## config.mk

```make
export PLATFORM = sky130hd
export DESIGN_NAME = vmu_div
export DESIGN_NICKNAME = d
export VERILOG_FILES = /design/src/vmu_pkg.sv /design/src/vmu_div.sv
export SDC_FILE = /design/constraint.sdc
export NUM_CORES = 2
export LEC_CHECK = 0
export BUFFER_PORTS_ARGS = -buffer_cell sky130_fd_sc_hd__buf_4
export CORE_ASPECT_RATIO = 0.5
export CORE_MARGIN = 1.5
export CORE_UTILIZATION = 55
export CTS_CLUSTER_DIAMETER = 50
export DETAILED_ROUTE_END_ITERATION = 8
export PLACE_DENSITY = 0.71
export SLEW_MARGIN = 20
export SYNTH_ARGS = -nofsm -noshare
export SYNTH_HDL_FRONTEND = slang
export SYNTH_SLANG_ARGS = --single-unit
```

## constraint.sdc

```tcl
create_clock -name clk -period 8.1 [get_ports clk]
set_input_delay 0 -clock clk [delete_from_list [all_inputs] [get_ports clk]]
set_output_delay 0 -clock clk [all_outputs]
set_load 0.05 [all_outputs]
```

## src/vmu_pkg.sv

```systemverilog
// Shared types, constants and saturation helpers for the vector math unit.
package vmu_pkg;

  localparam int VEC_LEN  = 3;
  localparam int MAXE     = 4;
  localparam int FRAC     = 16;
  localparam int SQRT_STG = 32;
  localparam int DIV_STG  = FRAC + 1;
  localparam int SQ_STG   = 2;
  localparam int FAST_STG = SQ_STG + MAXE;
  localparam int UNIT_STG = SQ_STG + SQRT_STG + DIV_STG;
  localparam int PIPE_LAT = UNIT_STG + 1;
  localparam int FAST_DLY = UNIT_STG - FAST_STG;

  localparam logic signed [63:0] ACC_LIM = 64'sh2000_0000_0000_0000;

  typedef enum logic [2:0] {
    CMD_ADD   = 3'd0,
    CMD_SUB   = 3'd1,
    CMD_SCALE = 3'd2,
    CMD_DOT   = 3'd3,
    CMD_MAG   = 3'd4,
    CMD_CROSS = 3'd5,
    CMD_UNIT  = 3'd6
  } cmd_t;

  typedef struct packed {
    logic [31:0] val;
    logic        sat;
  } sat_t;

  typedef struct packed {
    cmd_t                  cmd;
    logic [MAXE-1:0][31:0] r;
    logic [31:0]           scal;
    logic                  sat;
  } res_t;

  typedef struct packed {
    cmd_t                  cmd;
    logic [MAXE-1:0][31:0] a;
  } tag_t;

  function automatic sat_t sat32(input logic signed [64:0] v);
    sat_t o;
    if (v > 65'sd2147483647) begin
      o.val = 32'h7FFF_FFFF;
      o.sat = 1'b1;
    end else if (v < -65'sd2147483648) begin
      o.val = 32'h8000_0000;
      o.sat = 1'b1;
    end else begin
      o.val = v[31:0];
      o.sat = 1'b0;
    end
    return o;
  endfunction

  function automatic logic signed [63:0] dclamp(input logic signed [63:0] v);
    logic signed [63:0] o;
    if (v > ACC_LIM) begin
      o = ACC_LIM;
    end else if (v < -ACC_LIM) begin
      o = -ACC_LIM;
    end else begin
      o = v;
    end
    return o;
  endfunction

endpackage

```

## src/vmu_div.sv

```systemverilog
// Pipelined restoring divider for one unit-vector element.
module vmu_div import vmu_pkg::*; (
  input  logic               clk,
  input  logic               adv,
  input  logic signed [31:0] a_i,
  input  logic [31:0]        m_i,
  output logic signed [31:0] r_o,
  output logic [31:0]        m_o
);

  logic [31+FRAC:0]  rem_r [DIV_STG];
  logic [DIV_STG-1:0] q_r  [DIV_STG];
  logic [31:0]        m_r  [DIV_STG];
  logic               neg_r [DIV_STG];
  logic [31:0]        mag;

  assign mag = a_i[31] ? (~a_i + 32'd1) : a_i;

  for (genvar j = 0; j < DIV_STG; j++) begin : g_stg
    localparam int SH = DIV_STG - 1 - j;
    logic [31+FRAC:0]   rp;
    logic [DIV_STG-1:0] qp;
    logic [31:0]        mp;
    logic               np;
    logic [31+FRAC:0]   cmpv;

    if (j == 0) begin : g_first
      assign rp = {mag, {FRAC{1'b0}}};
      assign qp = '0;
      assign mp = m_i;
      assign np = a_i[31];
    end else begin : g_next
      assign rp = rem_r[j-1];
      assign qp = q_r[j-1];
      assign mp = m_r[j-1];
      assign np = neg_r[j-1];
    end

    assign cmpv = (32+FRAC)'(mp) << SH;

    always_ff @(posedge clk) begin
      if (adv) begin
        m_r[j]   <= mp;
        neg_r[j] <= np;
        if (rp >= cmpv) begin
          rem_r[j] <= rp - cmpv;
          q_r[j]   <= qp | (DIV_STG'(1) << SH);
        end else begin
          rem_r[j] <= rp;
          q_r[j]   <= qp;
        end
      end
    end
  end

  assign r_o = neg_r[DIV_STG-1] ? -32'(q_r[DIV_STG-1]) : 32'(q_r[DIV_STG-1]);
  assign m_o = m_r[DIV_STG-1];

endmodule

```

==> summary.md <==
| Metric | Value |
|---|---|
| Leak | `34.9 nW` |
| Post-CTS Resized | `0` |
| Fillers | `11.5k` |
| Setup bufs post-CTS | `0` |
| Clock group share of total power | `between 20% and 30%` |
| Crit start category | `input port` |
| Clock tree buffer depth | `4` |
| Slew headroom | `a little over a quarter` |
| Post-Syn Area | `79100 um2` |
| Synth warn | `0` |
| Fin crit period | `5.50 ns` |
| Post-synth top flop | `edfxtp_1` |
| Initial Utilization | `55.4%` |
| Type of the tightest min-delay check | `in -> reg` |
| Drt first pass iters | `6` |
| Nature of the critical path endpoint | `register` |
| Area of the multi-input gates | `35300 um2` |
| CTS Sinks | `1346` |
| Post-Syn Instances | `7445` |
| Data required time of the worst path | `between 8 and 9 ns` |
| Core box area | `143000 um2` |
| CP Max Fanout | `38` |
| Via-to-Cell Ratio | `5.60` |
| Sequential-to-total area share from yosys stat | `51.1%` |
| # nets final | `8282` |
| TritonCTS buffer count | `138` |
| Gr ovfl total | `0` |
| Hpwl dp | `120000 um` |
| Critical path type | `in -> reg` |
| Sequential cell area | `40400 um2` |
| Post-synth EDFFs | `1346` |
| Comb pwr share | `42.1%` |
| Placed cell count | `between 9k and 10k` |
| Clock latency on the worst-skew pair | `slightly below 0.8 ns` |
| Max-slew violations | `0` |
| Most frequent cells after synthesis | `1346 x edfxtp_1, 708 x inv_1, 675 x nand2_1` |
| Switch share | `36.0%` |
| Largest net degree at the start of global routing | `around 160` |
| Syn_nets | `8072` |
| Area fraction of the dominant cell type after synthesis | `51.1%` |
| Number of placement rows | `98` |
| 1st-iter DRT viols | `3494` |
| Slew @ Worst Pin | `1.09 ns` |
| Fmax | `0.182 GHz` |
| Endpoints failing setup | `0` |
| CTS clk-pin slew, worst paths | `0.06 ns` |
| WL final | `roughly 160000 um` |
| Initial antenna violation count | `0` |
| Part of the cycle the worst path needs | `67.9%` |
| First-pass GRT wire length | `~260000 um` |
| Synth Register Bits | `~1.3k` |
| Die outline height | `roughly 270 um` |
| Internal | `19.2 mW` |
| Avg Inst Size Synth | `10.6 um2` |
| Wire per inst | `roughly 17 um` |
| Async SR Flop Fraction | `0%` |
| Setup TNS | `0 ns` |
| Switching pwr | `around 11 mW` |
| Clock tree from TritonCTS | `done` |
| Final hold violations | `0` |
| Vias in the first global route | `52.4k` |
| Final Skew | `0.0548 ns` |
| I/O pin cnt | `130` |
| Post-route insts no fill | `9646` |
| Post-synth top area cell | `edfxtp_1` |
| GPL Wtd Cong | `between 0.9 and 1` |
| Antenna diodes | `0` |
| Reg power frac | `37.3%` |
| Run status | `finished clean` |
| Die ar. | `146000 um2` |
| Via count | `54.0k` |
| Root buffer cell | `clkbuf_16` |
| RSZ-0062 raised after global routing | `false` |
| Die W | `539 um` |
| Post-route ant nets | `0` |
| Number of I/O port buffers | `129` |
| GRT Util Overall | `21.4%` |
| Layout cell share with drive strength beyond 1 | `7.01%` |
| Count leader, synth | `edfxtp_1` |
| # H-tree levels | `4` |
| Syn-to-layout area delta | `10.8%` |
| Yosys cell types | `85` |
| # DRC | `0` |
| Ranking of synthesized cells by area | `edfxtp_1 51%, ha_1 8.6%, o21ai_0 3.8%` |
| Pwr Density | `343 nW/um2` |
| VDD IR-drop max | `about 160 uV` |
| Max-cap violation count | `0` |
| CP arrival | `around 6.0 ns` |
-- state kept, by name (all words and copies together), names as in the netlist --
name / count
q_r: 153
neg_r: 17
m_r: 544
rem_r: 632
-- cell type report --
type                            instances  area share (%)
Tap cell                             1900            2.71
Timing Repair Buffer                  288            2.86
Multi-Input combinational cell       5171            40.3
Inverter                              710            3.04
Clock inverter                         71           0.837
Clock buffer                          160            4.08
Sequential cell                      1346            46.1
-- worst max-delay path, cell delays in order --
cell and delay [ns]:
dlygate4sd3_1 0.54, buf_4 0.14, or4_4 0.55, or4_1 0.44
or2_1 0.27, nand2b_4 0.15, or4_4 0.46, or3_4 0.40
o31ai_1 0.28, xnor2_1 0.21, ha_1 0.37, a21oi_1 0.18
nor2b_1 0.06, o21ai_0 0.16, nand2b_1 0.08, a21oi_1 0.13
o21ai_0 0.14, a2111oi_0 0.67, nor2_4 0.22, buf_12 0.24
mux2_2 0.28
-- cell families after synthesis --
group,after synthesis,synth area share (%)
and+or+nand+nor,1880,11.5
muxes,105,1.48
adders and majority gates,561,9.02
DFF,1346,51.1
xor gates and xnor gates,585,6.48
buffers and inverters,928,4.41
AOI/OAI and AO/OA,2040,16.1
-- worst paths after layout --
kind | from | to | slack (ns) | cells after the start
hold / removal | a_i[1] | rem_r[0][17] | 0.05 | 6
setup / recovery | a_i[6] | rem_r[0][22] | 2.60 | 21
setup reg to reg | rem_r[0][16] | rem_r[1][42] | 3.43 | 13
hold reg to reg | q_r[12][15] | q_r[13][15] | 0.41 | 0
-- layout by cell type (no fill, tap or decap), types with 42 or more instances in the layout --
| cell | Yosys | routed |
|---|---|---|
| a211oi_1 | 46 | 42 |
| a21o_1 | 268 | 268 |
| a21oi_1 | 556 | 556 |
| a31oi_1 | 65 | 63 |
| and3_1 | 54 | 54 |
| buf_4 | 1 | 168 |
| clkbuf_16 | 0 | 140 |
| dlygate4sd3_1 | 0 | 116 |
| edfxtp_1 | 1346 | 1346 |
| ha_1 | 545 | 545 |
| inv_1 | 708 | 708 |
| mux2_2 | 96 | 96 |
| nand2_1 | 675 | 675 |
| nand2b_1 | 95 | 95 |
| nand3_1 | 107 | 107 |
| nand4_1 | 93 | 93 |
| nor2_1 | 386 | 385 |
| nor2b_1 | 83 | 83 |
| nor3_1 | 120 | 119 |
| nor4_1 | 53 | 52 |
| o21a_1 | 79 | 79 |
| o21ai_0 | 602 | 602 |
| o21bai_1 | 68 | 68 |
| o31ai_1 | 47 | 47 |
| xnor2_1 | 341 | 341 |
| xor2_1 | 244 | 244 |
-- through the flow --
stage	util (%)	worst slack, ns	power (mW)	hold WS [ns]	area, um2
final	61.3	2.60	30.0	0.0494	87600
after detailed placement	57.5	2.41	23.8	0.195	82100
after global placement	57.5	2.38	23.6	0.196	82100
after global routing	61.3	2.30	32.1	0.0781	87600
after floorplan	-	3.19	20.8	0.0989	79100
after CTS	61.3	2.64	30.1	0.000377	87600
-- power groups by stage --
stage,Combinational [mW],Sequential (mW),Clock [mW]
after CTS,12.6,11.2,6.34
after detailed placement,12.4,11.3,0
after global placement,12.3,11.3,0
after global routing,14.1,11.4,6.62
final,12.6,11.2,6.19
after floorplan,9.93,10.9,0
-- metal layers --
layer,GRT usage [%],up-vias,wire [um]
li1,-,27595,-
met1,26.8,24794,71300
met2,37.1,1226,74700
met3,2.71,398,5740
met4,10.1,0,7790
met5,0,-,0
-- timing repair --
action | CTS | global route
hold buffers | 116 | 0
endpoints found under the setup margin | 0 | 0
hold endpoints to repair | 146 | 0
Power figures use the tool's default switching activity.
